**config.mk**
```make
export PLATFORM = sky130hd
export DESIGN_NAME = iso_timestamp_parser
export DESIGN_NICKNAME = d
export VERILOG_FILES = /design/src/hw/rtl/ist_pkg.sv /design/src/hw/rtl/iso_timestamp_parser.sv /design/src/hw/rtl/ist_ctrl.sv /design/src/hw/rtl/ist_datapath.sv
export SDC_FILE = /design/constraint.sdc
export NUM_CORES = 2
export LEC_CHECK = 0
export BUFFER_PORTS_ARGS = -buffer_cell sky130_fd_sc_hd__buf_2
export CORE_ASPECT_RATIO = 1.2
export CORE_MARGIN = 2
export CORE_UTILIZATION = 40
export CTS_BUF_LIST = sky130_fd_sc_hd__clkbuf_8
export CTS_CLUSTER_SIZE = 20
export DETAILED_ROUTE_END_ITERATION = 8
export PLACE_DENSITY = 0.54
export SETUP_SLACK_MARGIN = 0.05
export SLEW_MARGIN = 20
export SYNTH_ARGS = -nofsm -noshare
export SYNTH_HDL_FRONTEND = slang
export SYNTH_SLANG_ARGS = --single-unit
```
**constraint.sdc**
```tcl
create_clock -name clock -period 7.17 [get_ports clock]
set_input_delay 1.434 -clock clock [delete_from_list [all_inputs] [get_ports clock]]
set_output_delay 1.434 -clock clock [all_outputs]
set_load 0.02 [all_outputs]
```
**src/hw/rtl/ist_pkg.sv**
```systemverilog
// ----------------------------------------------------------------------------
// ist_pkg
// Shared types and constants of the ISO-8601 date/timestamp parser: channel
// payloads and the command bundle from the sequencer to the datapath.
// ----------------------------------------------------------------------------
package ist_pkg;

   localparam int MAX_FRACTION_DIGITS = 6;

   // input transaction: one character of the string
   typedef struct packed {
      logic [7:0] char_code;
      logic       last_char;
   } req_type;

   // result transaction: days or microseconds since the epoch
   typedef struct packed {
      logic signed [58:0] value;
      logic               parse_error;
   } rsp_type;

   // one enable per datapath step
   typedef struct packed {
      logic char_en;
      logic era_en;
      logic yoe_en;
      logic doe_en;
      logic days_en;
      logic secs_en;
      logic lo_en;
      logic hi_en;
      logic sum_en;
      logic load_en;
   } dp_cmd_type;

endpackage

```
**src/hw/rtl/iso_timestamp_parser.sv**
```systemverilog
// ----------------------------------------------------------------------------
// iso_timestamp_parser
// Converts an ISO-8601 date or timestamp string, one character per
// transaction, into days or microseconds since 1970-01-01.
// ----------------------------------------------------------------------------
// Usage:
//   req channel: one character per transaction; last_char marks the end of
//   the string. Characters are taken one per cycle while the block collects.
//   rsp channel: one result per string, carrying the value and parse_error
//   (value 0 on any format, length or range fault).
//   csr port: csr_we/csr_wdata write timestamp_form (1 = microseconds,
//   0 = date only in days); reset value is 1.
// Conversion:
//   after the last character is accepted, the sequencer runs eight
//   conversion steps of the shared datapath, then loads the result
//   register as soon as it is free; req_ready is low from the last
//   character until that load.
// Reset and stalls:
//   synchronous reset clears the accumulators, sets timestamp_form and
//   clears the result valid flag. A result held by a stalled receiver does
//   not stop the next string from being collected and converted; only the
//   final load waits for the result register to drain.
// ----------------------------------------------------------------------------
module iso_timestamp_parser (
   input  logic             clock,
   input  logic             reset,
   input  logic             req_valid,
   output logic             req_ready,
   input  ist_pkg::req_type req_data,
   output logic             rsp_valid,
   input  logic             rsp_ready,
   output ist_pkg::rsp_type rsp_data,
   input  logic             csr_we,
   input  logic             csr_wdata
);

   ist_pkg::dp_cmd_type cmd;

   ist_ctrl u_ctrl (
      .clock     (clock),
      .reset     (reset),
      .req_valid (req_valid),
      .req_last  (req_data.last_char),
      .req_ready (req_ready),
      .rsp_valid (rsp_valid),
      .rsp_ready (rsp_ready),
      .cmd       (cmd)
   );

   ist_datapath u_datapath (
      .clock     (clock),
      .reset     (reset),
      .csr_we    (csr_we),
      .csr_wdata (csr_wdata),
      .req_data  (req_data),
      .cmd       (cmd),
      .rsp_data  (rsp_data)
   );

endmodule

```
**src/hw/rtl/ist_ctrl.sv**
```systemverilog
// ----------------------------------------------------------------------------
// ist_ctrl
// Sequencer: collects characters, then steps the datapath through the
// civil-days and microsecond conversion and owns the result valid flag.
// ----------------------------------------------------------------------------
module ist_ctrl (
   input  logic                clock,
   input  logic                reset,
   input  logic                req_valid,
   input  logic                req_last,
   output logic                req_ready,
   output logic                rsp_valid,
   input  logic                rsp_ready,
   output ist_pkg::dp_cmd_type cmd
);

   localparam logic [3:0] ST_RECV   = 4'd0;
   localparam logic [3:0] ST_ERA    = 4'd1;
   localparam logic [3:0] ST_YOE    = 4'd2;
   localparam logic [3:0] ST_DOE    = 4'd3;
   localparam logic [3:0] ST_DAYS   = 4'd4;
   localparam logic [3:0] ST_SECS   = 4'd5;
   localparam logic [3:0] ST_MUL_LO = 4'd6;
   localparam logic [3:0] ST_MUL_HI = 4'd7;
   localparam logic [3:0] ST_SUM    = 4'd8;
   localparam logic [3:0] ST_DONE   = 4'd9;

   logic [3:0] state_ff, state_in;
   logic       rsp_valid_ff, rsp_valid_in;
   logic       slot_free;

   assign slot_free = !rsp_valid_ff || rsp_ready;
   assign req_ready = (state_ff == ST_RECV);
   assign rsp_valid = rsp_valid_ff;

   always_comb begin
      state_in = state_ff;
      cmd      = '0;
      unique case (state_ff)
         ST_RECV: begin
            cmd.char_en = req_valid;
            if (req_valid && req_last) begin
               state_in = ST_ERA;
            end
         end
         ST_ERA: begin
            cmd.era_en = 1'b1;
            state_in   = ST_YOE;
         end
         ST_YOE: begin
            cmd.yoe_en = 1'b1;
            state_in   = ST_DOE;
         end
         ST_DOE: begin
            cmd.doe_en = 1'b1;
            state_in   = ST_DAYS;
         end
         ST_DAYS: begin
            cmd.days_en = 1'b1;
            state_in    = ST_SECS;
         end
         ST_SECS: begin
            cmd.secs_en = 1'b1;
            state_in    = ST_MUL_LO;
         end
         ST_MUL_LO: begin
            cmd.lo_en = 1'b1;
            state_in  = ST_MUL_HI;
         end
         ST_MUL_HI: begin
            cmd.hi_en = 1'b1;
            state_in  = ST_SUM;
         end
         ST_SUM: begin
            cmd.sum_en = 1'b1;
            state_in   = ST_DONE;
         end
         ST_DONE: begin
            // wait here while the previous result is still held
            if (slot_free) begin
               cmd.load_en = 1'b1;
               state_in    = ST_RECV;
            end
         end
         default: begin
            state_in = ST_RECV;
         end
      endcase
   end

   always_comb begin
      priority if (cmd.load_en) begin
         rsp_valid_in = 1'b1;
      end else if (rsp_ready) begin
         rsp_valid_in = 1'b0;
      end else begin
         rsp_valid_in = rsp_valid_ff;
      end
   end

   always_ff @(posedge clock) begin
      if (reset) begin
         state_ff     <= ST_RECV;
         rsp_valid_ff <= 1'b0;
      end else begin
         state_ff     <= state_in;
         rsp_valid_ff <= rsp_valid_in;
      end
   end

endmodule

```
**src/hw/rtl/ist_datapath.sv**
```systemverilog
// ----------------------------------------------------------------------------
// ist_datapath
// Character checker with field accumulators, the conversion registers of
// the civil-days and microsecond arithmetic, and the result register.
// ----------------------------------------------------------------------------
module ist_datapath (
   input  logic                clock,
   input  logic                reset,
   input  logic                csr_we,
   input  logic                csr_wdata,
   input  ist_pkg::req_type    req_data,
   input  ist_pkg::dp_cmd_type cmd,
   output ist_pkg::rsp_type    rsp_data
);

   localparam logic [4:0] FRAC_POS = 5'd20;
   localparam logic [4:0] LEN_MAX  = 5'(20 + ist_pkg::MAX_FRACTION_DIGITS);
   localparam logic [4:0] POS_SAT  = 5'd31;

   function automatic logic [6:0] acc10(input logic [6:0] acc, input logic [3:0] dg);
      acc10 = (acc << 3) + (acc << 1) + 7'(dg);
   endfunction

   function automatic logic [16:0] frac_weight(input logic [2:0] k);
      logic [16:0] w;
      unique case (k)
         3'd0:    w = 17'd100000;
         3'd1:    w = 17'd10000;
         3'd2:    w = 17'd1000;
         3'd3:    w = 17'd100;
         3'd4:    w = 17'd10;
         3'd5:    w = 17'd1;
         default: w = 17'd0;
      endcase
      frac_weight = w;
   endfunction

   // days before the first of the month, in a year starting in March
   function automatic logic [8:0] month_offset(input logic [3:0] m);
      logic [8:0] o;
      unique case (m)
         4'd3:    o = 9'd0;
         4'd4:    o = 9'd31;
         4'd5:    o = 9'd61;
         4'd6:    o = 9'd92;
         4'd7:    o = 9'd122;
         4'd8:    o = 9'd153;
         4'd9:    o = 9'd184;
         4'd10:   o = 9'd214;
         4'd11:   o = 9'd245;
         4'd12:   o = 9'd275;
         4'd1:    o = 9'd306;
         4'd2:    o = 9'd337;
         default: o = 9'd0;
      endcase
      month_offset = o;
   endfunction

   logic        form_ff;
   logic [4:0]  char_position_ff, char_position_in;
   logic        fault_seen_ff, fault_seen_in;
   logic [13:0] year_acc_ff, year_acc_in;
   logic [6:0]  month_acc_ff, month_acc_in;
   logic [6:0]  day_acc_ff, day_acc_in;
   logic [6:0]  hour_acc_ff, hour_acc_in;
   logic [6:0]  minute_acc_ff, minute_acc_in;
   logic [6:0]  second_acc_ff, second_acc_in;
   logic [19:0] fraction_acc_ff, fraction_acc_in;

   logic [7:0]  c;
   logic        is_digit;
   logic [3:0]  dg;
   logic        char_ok;
   logic [4:0]  frac_idx;
   logic [4:0]  pos;

   assign c        = req_data.char_code;
   assign pos      = char_position_ff;
   assign is_digit = (c >= 8'h30) && (c <= 8'h39);
   assign dg       = is_digit ? c[3:0] : 4'd0;
   assign frac_idx = pos - FRAC_POS;

   // per-character check and field accumulation
   always_comb begin
      char_position_in = char_position_ff;
      fault_seen_in    = fault_seen_ff;
      year_acc_in      = year_acc_ff;
      month_acc_in     = month_acc_ff;
      day_acc_in       = day_acc_ff;
      hour_acc_in      = hour_acc_ff;
      minute_acc_in    = minute_acc_ff;
      second_acc_in    = second_acc_ff;
      fraction_acc_in  = fraction_acc_ff;
      char_ok          = 1'b0;
      if (cmd.char_en) begin
         priority if (pos <= 5'd3) begin
            char_ok     = is_digit;
            year_acc_in = (year_acc_ff << 3) + (year_acc_ff << 1) + 14'(dg);
         end else if (pos == 5'd4 || pos == 5'd7) begin
            char_ok = (c == 8'h2D);
         end else if (pos == 5'd5 || pos == 5'd6) begin
            char_ok      = is_digit;
            month_acc_in = acc10(month_acc_ff, dg);
         end else if (pos == 5'd8 || pos == 5'd9) begin
            char_ok    = is_digit;
            day_acc_in = acc10(day_acc_ff, dg);
         end else if (!form_ff) begin
            char_ok = 1'b0;
         end else if (pos == 5'd10) begin
            char_ok = (c == 8'h20) || (c == 8'h54);
         end else if (pos == 5'd11 || pos == 5'd12) begin
            char_ok     = is_digit;
            hour_acc_in = acc10(hour_acc_ff, dg);
         end else if (pos == 5'd13 || pos == 5'd16) begin
            char_ok = (c == 8'h3A);
         end else if (pos == 5'd14 || pos == 5'd15) begin
            char_ok       = is_digit;
            minute_acc_in = acc10(minute_acc_ff, dg);
         end else if (pos == 5'd17 || pos == 5'd18) begin
            char_ok       = is_digit;
            second_acc_in = acc10(second_acc_ff, dg);
         end else if (pos == 5'd19) begin
            char_ok = (c == 8'h2E);
         end else if (pos < LEN_MAX) begin
            char_ok = is_digit;
            if (frac_idx < 5'd6) begin
               fraction_acc_in = fraction_acc_ff
                               + 20'(frac_weight(frac_idx[2:0]) * 17'(dg));
            end
         end else begin
            char_ok = 1'b0;
         end
         if (!char_ok) begin
            fault_seen_in = 1'b1;
         end
         if (pos != POS_SAT) begin
            char_position_in = pos + 5'd1;
         end
      end
      if (cmd.load_en) begin
         char_position_in = '0;
         fault_seen_in    = 1'b0;
         year_acc_in      = '0;
         month_acc_in     = '0;
         day_acc_in       = '0;
         hour_acc_in      = '0;
         minute_acc_in    = '0;
         second_acc_in    = '0;
         fraction_acc_in  = '0;
      end
   end

   always_ff @(posedge clock) begin
      if (reset) begin
         form_ff          <= 1'b1;
         char_position_ff <= '0;
         fault_seen_ff    <= 1'b0;
         year_acc_ff      <= '0;
         month_acc_ff     <= '0;
         day_acc_ff       <= '0;
         hour_acc_ff      <= '0;
         minute_acc_ff    <= '0;
         second_acc_ff    <= '0;
         fraction_acc_ff  <= '0;
      end else begin
         if (csr_we) begin
            form_ff <= csr_wdata;
         end
         char_position_ff <= char_position_in;
         fault_seen_ff    <= fault_seen_in;
         year_acc_ff      <= year_acc_in;
         month_acc_ff     <= month_acc_in;
         day_acc_ff       <= day_acc_in;
         hour_acc_ff      <= hour_acc_in;
         minute_acc_ff    <= minute_acc_in;
         second_acc_ff    <= second_acc_in;
         fraction_acc_ff  <= fraction_acc_in;
      end
   end

   // conversion registers, all kept as two's complement bit vectors
   logic        err_ff, err_in;
   logic [14:0] ym_ff, ym_in;
   logic [5:0]  era_ff, era_in;
   logic [8:0]  doy_ff, doy_in;
   logic [26:0] era_prod;
   logic        range_bad;
   logic        len_bad;

   logic [14:0] era_ext15;
   logic [14:0] era400;
   logic [22:0] era_ext23;
   logic [8:0]  yoe_ff, yoe_in;
   logic [22:0] era_days_ff, era_days_in;

   logic [1:0]  cent;
   logic [17:0] doe_ff, doe_in;
   logic [22:0] days_ff, days_in;
   logic [16:0] tod_ff, tod_in;
   logic [38:0] days_ext39;
   logic [38:0] secs_ff, secs_in;
   logic [39:0] lo_prod_ff, lo_prod_in;
   logic [38:0] hi_ext;
   logic [38:0] hi_prod_ff, hi_prod_in;
   logic [58:0] usec_ff, usec_in;
   ist_pkg::rsp_type rsp_ff, rsp_in;

   always_comb begin
      range_bad = (month_acc_ff < 7'd1) || (month_acc_ff > 7'd12)
               || (day_acc_ff < 7'd1) || (day_acc_ff > 7'd31);
      if (form_ff) begin
         len_bad = (char_position_ff < 5'd19) || (char_position_ff > LEN_MAX)
                || (hour_acc_ff > 7'd23) || (minute_acc_ff > 7'd59)
                || (second_acc_ff > 7'd59);
      end else begin
         len_bad = (char_position_ff != 5'd10);
      end
      err_in = fault_seen_ff || range_bad || len_bad;

      // the year counts from March, so January and February belong to the last one
      ym_in    = 15'(year_acc_ff) - ((month_acc_ff <= 7'd2) ? 15'd1 : 15'd0);
      // floor(y / 400) by reciprocal, exact for y below 10000
      era_prod = ym_in[13:0] * 13'd5243;
      era_in   = ym_in[14] ? 6'h3F : era_prod[26:21];
      doy_in   = month_offset(month_acc_ff[3:0]) + 9'(day_acc_ff) - 9'd1;
   end

   always_comb begin
      era_ext15   = {{9{era_ff[5]}}, era_ff};
      era400      = (era_ext15 << 8) + (era_ext15 << 7) + (era_ext15 << 4);
      yoe_in      = 9'(ym_ff - era400);
      era_ext23   = {{17{era_ff[5]}}, era_ff};
      era_days_in = 23'(era_ext23 * 23'd146097);
   end

   always_comb begin
      priority if (yoe_ff >= 9'd300) begin
         cent = 2'd3;
      end else if (yoe_ff >= 9'd200) begin
         cent = 2'd2;
      end else if (yoe_ff >= 9'd100) begin
         cent = 2'd1;
      end else begin
         cent = 2'd0;
      end
      doe_in = 18'(yoe_ff) * 18'd365 + 18'(yoe_ff >> 2) - 18'(cent) + 18'(doy_ff);
   end

   always_comb begin
      days_in    = era_days_ff + 23'(doe_ff) - 23'd719468;
      tod_in     = 17'(hour_acc_ff) * 17'd3600 + 17'(minute_acc_ff) * 17'd60
                 + 17'(second_acc_ff);
      days_ext39 = {{16{days_ff[22]}}, days_ff};
      secs_in    = 39'(days_ext39 * 39'd86400) + 39'(tod_ff);
      lo_prod_in = 40'(secs_ff[19:0]) * 40'd1000000;
      hi_ext     = {{20{secs_ff[38]}}, secs_ff[38:20]};
      hi_prod_in = 39'(hi_ext * 39'd1000000);
      usec_in    = {hi_prod_ff, 20'd0} + 59'(lo_prod_ff) + 59'(fraction_acc_ff);
   end

   always_comb begin
      rsp_in = rsp_ff;
      if (cmd.load_en) begin
         rsp_in.parse_error = err_ff;
         priority if (err_ff) begin
            rsp_in.value = '0;
         end else if (form_ff) begin
            rsp_in.value = usec_ff;
         end else begin
            rsp_in.value = {{36{days_ff[22]}}, days_ff};
         end
      end
   end

   always_ff @(posedge clock) begin
      if (cmd.era_en) begin
         err_ff <= err_in;
         ym_ff  <= ym_in;
         era_ff <= era_in;
         doy_ff <= doy_in;
      end
      if (cmd.yoe_en) begin
         yoe_ff      <= yoe_in;
         era_days_ff <= era_days_in;
      end
      if (cmd.doe_en) begin
         doe_ff <= doe_in;
      end
      if (cmd.days_en) begin
         days_ff <= days_in;
         tod_ff  <= tod_in;
      end
      if (cmd.secs_en) begin
         secs_ff <= secs_in;
      end
      if (cmd.lo_en) begin
         lo_prod_ff <= lo_prod_in;
      end
      if (cmd.hi_en) begin
         hi_prod_ff <= hi_prod_in;
      end
      if (cmd.sum_en) begin
         usec_ff <= usec_in;
      end
      rsp_ff <= rsp_in;
   end

   assign rsp_data = rsp_ff;

endmodule

```
# ---- Yosys cells after proc, flatten, opt, wreduce, memory -nomap -nowiden
# Memory sizes are Yosys's and may differ from the RTL's. A register that Yosys moved wholly into a read port is not among the register bits.
# Index checks and enable logic that the tools add are counted.
dict set report totals {
  reg_bits 421
  latchBits 0
  mem_bits_rw 0
  mem_bits_ro 144
  input_bits 15
  output_inout_bits 62
  elab_cells 224
  n_memories 1
}
# memory depth width read_ports rd_clocked_by_memory_dff write_ports line
set memory_table {}
lappend memory_table {{(no name shown)} 16 9 1 1 0 ist_datapath.sv:41} ;# unique case (m)
dict set report op_classes {
  addsub 31
  multipliers 9
  div 0
  n_lt_le_gt_ge 18
  eq_ne 39
  shift 0
  muxes 53
  bitwise 11
  n_reduce_logical 35
}
# operator n
set op_table {}
lappend op_table {{2-to-1 mux 17 bit} 14}
lappend op_table {{one-hot mux 17 bit (6 select lines)} 1}
lappend op_table {{adder 59 x 20 -> 59 bit} 1}
lappend op_table {{adder 59 x 40 -> 59 bit} 1}
lappend op_table {{2-to-1 mux 59 bit} 1}
lappend op_table {{equality test 5 x 4 -> 1 bit (second input constant)} 8}
lappend op_table {{one-hot mux 4 bit (10 select lines)} 1}
lappend op_table {{adder 39 x 17 -> 39 bit} 1}
lappend op_table {{multiplier 39 x 10 -> 32 bit (second input constant)} 1}
lappend op_table {{multiplier 39 x 14 -> 33 bit (second input constant)} 1}
lappend op_table {{adder 7 x 4 -> 7 bit} 5}
lappend op_table {{adder 7 bit} 5}
lappend op_table {{multiplier 20 x 14 -> 34 bit (second input constant)} 1}
lappend op_table {{equality test 8 x 6 -> 1 bit (second input constant)} 4}
lappend op_table {{2-to-1 mux 1 bit} 29}
lappend op_table {{multiplier 14 x 13 -> 27 bit (second input constant)} 1}
lappend op_table {{adder 23 x 18 -> 23 bit} 1}
lappend op_table {{multiplier 6 x 19 -> 23 bit (second input constant)} 1}
lappend op_table {{subtractor 23 x 20 -> 23 bit (second input constant)} 1}
lappend op_table {{adder 20 bit} 1}
lappend op_table {{equality test 5 x 3 -> 1 bit (second input constant)} 4}
lappend op_table {{equality test 5 bit (second input constant)} 4}
lappend op_table {{multiplier 17 x 4 -> 20 bit} 1}
lappend op_table {{2-to-1 mux 4 bit} 5}
lappend op_table {{other kinds (58)} 103}

# ---- Longest topological paths before layout
dict set report depth {
  word_depth 19
  mapped_depth 31
  ltp_nobuf 31
}

# ---- Cells and area by module
# A second synthesis with hierarchy kept.
dict set report unflattened {
  hier_cells 4466
  area_unflattened_um2 45981.6
}
# mod n_inst cells_each area_per_inst_um2 seq_area_each_um2
set by_module_without_submodules {}
lappend by_module_without_submodules {ist_datapath 1 4423 45631.3 11911.4}
lappend by_module_without_submodules {ist_ctrl 1 43 350.3 100.1}

# ---- Worst setup path before layout
# Ideal clock, no wire load.
dict set report synth_timing {
  path_type {register to register}
  startpoint {register u_datapath.month_acc_ff[4]}
  endpoint {register u_datapath.era_ff[5] (data pin)}
  setup_ns 0.261
  t_arrival_ns 7.406
  t_required_ns 6.909
  path_slack_ns -0.497
  path_stages_with_launch 30
  path_buffers 0
  synth_period_minus_slack_ns 7.667
  cell_sequence {dfxtp_1 or3_1 a2111oi_0 ha_1 ha_1 nand3b_1 or3_1 or2_2 or4_1 xnor2_1 inv_1 fa_1 inv_1 ha_1 fa_1 fa_1 inv_1 fa_1 inv_1 ha_1 a21o_1 a21o_1 a21oi_1 nor2_1 a21oi_1 o21ai_0 o41a_1 a211oi_1 xnor2_1 nand2_1}
}
dict set report synth_between {
  elab_chain_cells 4
}
# item line
set synth_lines {}
lappend synth_lines {{from (decl)} ist_datapath.sv:63} ;# logic [6:0] month_acc_ff, month_acc_in;
lappend synth_lines {{from (signal assigned)} ist_datapath.sv:172} ;# month_acc_ff <= month_acc_in;
lappend synth_lines {{less-or-equal comparator 7 x 2 -> 1 bit *} ist_datapath.sv:221} ;# ym_in = 15'(year_acc_ff) - ((month_acc_ff <= 7'd2) ? 15'd1 : 15'd0);
lappend synth_lines {{2-to-1 mux 1 bit *} ist_datapath.sv:221}
lappend synth_lines {{subtractor 14 x 1 -> 15 bit *} ist_datapath.sv:221}
lappend synth_lines {{multiplier 14 x 13 -> 27 bit} ist_datapath.sv:223} ;# era_prod = ym_in[13:0] * 13'd5243;
lappend synth_lines {{to (signal assigned)} ist_datapath.sv:279} ;# era_ff <= era_in;
lappend synth_lines {{to (decl)} ist_datapath.sv:184} ;# logic [5:0] era_ff, era_in;
# Mark *: on every way between the ends. The rest lies on a longest branch, timed or not.
# A chain may end at the register's enable or synchronous reset.

# ---- Final worst setup path
dict set report layout_timing {
  startpoint {register u_datapath.month_acc_ff[6]}
  endpoint {register u_datapath.era_ff[4] (data pin)}
}
# Same word-level chain as after synthesis.

==> flow_summary_export.csv <==
group,metric,value,unit
clocking,numCtsBuffers,84,
synth,synth-async-reset-ratio,0,%
worst_setup_path,cp_max_fo,4,
synth,synth_flop_cell,"edfxtp_1",
global_route,grt_start_max_net_pins,64,
sta,fmax,0.138,GHz
clocking,cts.clk_slew.worst_paths,70,ps
worst_setup_path,cp_slowest_cell,"fa_1",
global_route,gr-total-overflow,0,
sta,worstMarginPinSlew,1010,ps
hold_path,hp-class,"reg -> reg",
sta,setup_viol,3,
synth,syn-mean-instance-area,10.2,µm²
worst_setup_path,crit_type,"reg -> reg",
hold_path,hp-start,"u_datapath.ym_ff[2]",
layout,most-common-layout-cells,"inv_1 (876), ha_1 (791), fa_1 (427)",
hold_path,whs_path_depth,0,
floorplan,die_x,312,µm
clocking,root_buffer,"clkbuf_8",
route,wl_per_cell,15.2,µm
synth,ys_warn_count,0,
global_route,grt_pass1_vias,31700,
worst_setup_path,critPathCaptureType,"flip-flop",
sta,fin_worst_skew,71.6,ps
floorplan,rows,135,
clocking,cts_buffer_depth,3,
route,drtIter0Drc,1122,
sta,final_max_slew_viol_count,0,
pwr,total_power,0.0183,W
worst_setup_path,rr_startpoint,"u_datapath.month_acc_ff[6]",
route,routed_via_density,4.84,
worst_setup_path,rr_endpoint,"u_datapath.era_ff[4]",
clocking,clkLatencyLatePin,730,ps
floorplan,die_h,374,µm
place,io_buffers,76,
layout,layout-area-overhead-vs-synth,10.1,%
hold_path,worstHoldEndpoint,"u_datapath.yoe_ff[2]",
route,vias,30100,
sta,period_share,101,%
sta,max_slew_margin,32.9,%
synth,synth_seq_area_share,26.3,%
sta,finalSetupTns,-109,ps
synth,ys_types,86,
floorplan,core-area,113000,µm²
layout,layout_commonest_cell,"inv_1",
floorplan,start_util,40.4,%
layout,num-nets-final,5881,
clocking,cts_sinks,430,
worst_setup_path,worst-path-buf-inv,5,
sta,rsz0062_at_grt,"true",
route,antenna_left,0,
floorplan,io_pins,77,
place,dp.cells,6057,
sta,finalCriticalPeriod,7240,ps
place,detailed_place_hpwl,78.1,mm
run_status,status,"complete, but fails checks",
layout,final_cells,6218,
pwr,vdd_drop_max,702,µV
sta,fin_hold_ws,383,ps
route,wl,94.7,mm
sta,worst_slack,-67.4,ps
run_status,violations,"setup timing",
worst_setup_path,worstPathRequired,7620,ps
global_route,track_usage,16.7,%
clocking,ctsHoldBuffers,0,
floorplan,die-area,117000,µm²
synth,netlist_area,45700,µm²
worst_setup_path,cp_top_family,"adder cells",
worst_setup_path,cpPeakStageDelay,530,ps
clocking,cts_tree,"done",
worst_setup_path,arrival,7690,ps
worst_setup_path,reg2reg_depth,27,
sta,hold_viol_final,0,
worst_setup_path,r2r_slack,-70,ps
layout,drive_above_1_share,7.56,%
global_route,grt_pass1_wl,159,mm
synth,syn-instance-count,4470,
synth,syn-num-nets,5710,
pwr,leakagePower,24.3,nW
clocking,cts_max_level,3,
place,place.gp.congestion,0.847,
synth,ys_seq_elements,430,
worst_setup_path,startpoint_type,"flip-flop",
route,drtPass1Iterations,5,
synth,synth_edf_count,340,
route,drc,0,
pwr,power_per_cell_area,365,nW/µm²
job,max_cap_violations,0,
layout,fill_cells,10900,
global_route,antenna_found_initial,3,
routing by layer:
layer / routed length (µm) / GRT usage (%) / vias up / share of wire [%]
met1: 41200 / 20.2 / 14400 / 43
li1: - / - / 15300 / -
met4: 2380 / 5.07 / 0 / 2.5
met2: 48600 / 30.8 / 330 / 51
met5: 0 / 0 / - / 0
met3: 2540 / 2.03 / 139 / 2.7
logic make-up (layout without fill, tap and decap cells):
group / count (synthesis) / count (layout) / share of synthesized area, %
AOI/OAI and AO/OA: 684 / 684 / 9.42
xor gates and xnor gates: 340 / 340 / 6.56
adders and majority gates: 1225 / 1225 / 40.6
buffers and inverters: 933 / 1173 / 7.68
DFF: 430 / 430 / 26.3
muxes: 55 / 55 / 1.27
other: 0 / 1 / 0
and+or+nand+nor: 803 / 803 / 8.21
cell type report:
cell class | count | area [µm²] | share of cell area [%]
clock inverters | 66 | 556 | 1.10
well taps | 1507 | 1890 | 3.75
clock buffers | 89 | 1220 | 2.44
repair buffers | 148 | 945 | 1.88
inverters | 870 | 3270 | 6.49
multi-input cells | 3107 | 30400 | 60.4
flip-flops and latches | 430 | 12000 | 23.9
diodes | 1 | 2.50 | 0.00498
cells in the mapped netlist (51+ instances only):
| cell type | instances | area share [%] |
|---|---|---|
| edfxtp_1 | 340 | 22 |
| dfxtp_1 | 90 | 3.9 |
| xnor2_1 | 254 | 4.9 |
| o21ai_0 | 102 | 1.1 |
| ha_1 | 798 | 22 |
| clkbuf_1 | 55 | 0.45 |
| xor2_1 | 85 | 1.6 |
| fa_1 | 427 | 19 |
| mux2i_1 | 51 | 1.1 |
| inv_1 | 866 | 7.1 |
| nor3_1 | 54 | 0.59 |
| a21o_1 | 82 | 1.3 |
| nand3_1 | 68 | 0.75 |
| nand2_1 | 226 | 1.9 |
| nor2_1 | 263 | 2.2 |
| a21oi_1 | 277 | 3.0 |
timing repair:
action	in CTS	in global routing
endpoints found under the hold margin	0	0
resized for setup	13	9
pin swaps	20	5
buffers inserted	4	2
setup endpoints to repair	6	6
how the worst max path moves through the flow:
stage	startpoint	end	slack, ps	cells past startpoint
2_1_floorplan	u_datapath.month_acc_ff[5]	u_datapath.era_ff[5]	-110	29
3_3_place_gp	u_datapath.month_acc_ff[6]	u_datapath.era_ff[5]	-420	27
3_5_place_dp	u_datapath.month_acc_ff[6]	u_datapath.era_ff[5]	-460	27
4_1_cts	u_datapath.month_acc_ff[6]	u_datapath.era_ff[5]	-120	29
5_1_grt	u_datapath.month_acc_ff[6]	u_datapath.era_ff[4]	-310	29
6_report	u_datapath.month_acc_ff[6]	u_datapath.era_ff[4]	-70	27
registers in the layout, summed over array words and instances (netlist names), 17 cells and up, named ones only:
register,flops
u_datapath.tod_ff,17
u_datapath.era_days_ff,23
u_datapath.fraction_acc_ff,20
u_datapath.hi_prod_ff,33
u_datapath.doe_ff,18
u_datapath.days_ff,23
u_datapath.rsp_data,60
u_datapath.lo_prod_ff,34
u_datapath.secs_ff,39
u_datapath.usec_ff,59
stage by stage:
step                instance area [µm²]  worst slack, ps  util, %
CTS                               50200             -120     44.4
detailed placement                48300             -455     42.8
global placement                  48300             -421     42.8
finish                            50300            -67.4     44.5
floorplan                         45800             -106        -
global route                      50300             -315     44.5
power by group:
group / internal, W / switching (W) / total [W]
clock network: 0.00149 / 0.00115 / 0.00264
registers: 0.00327 / 0.000129 / 0.00340
logic: 0.00561 / 0.00670 / 0.0123
total: 0.0104 / 0.00798 / 0.0183
Note: power is estimated with default switching activity, not from simulation.
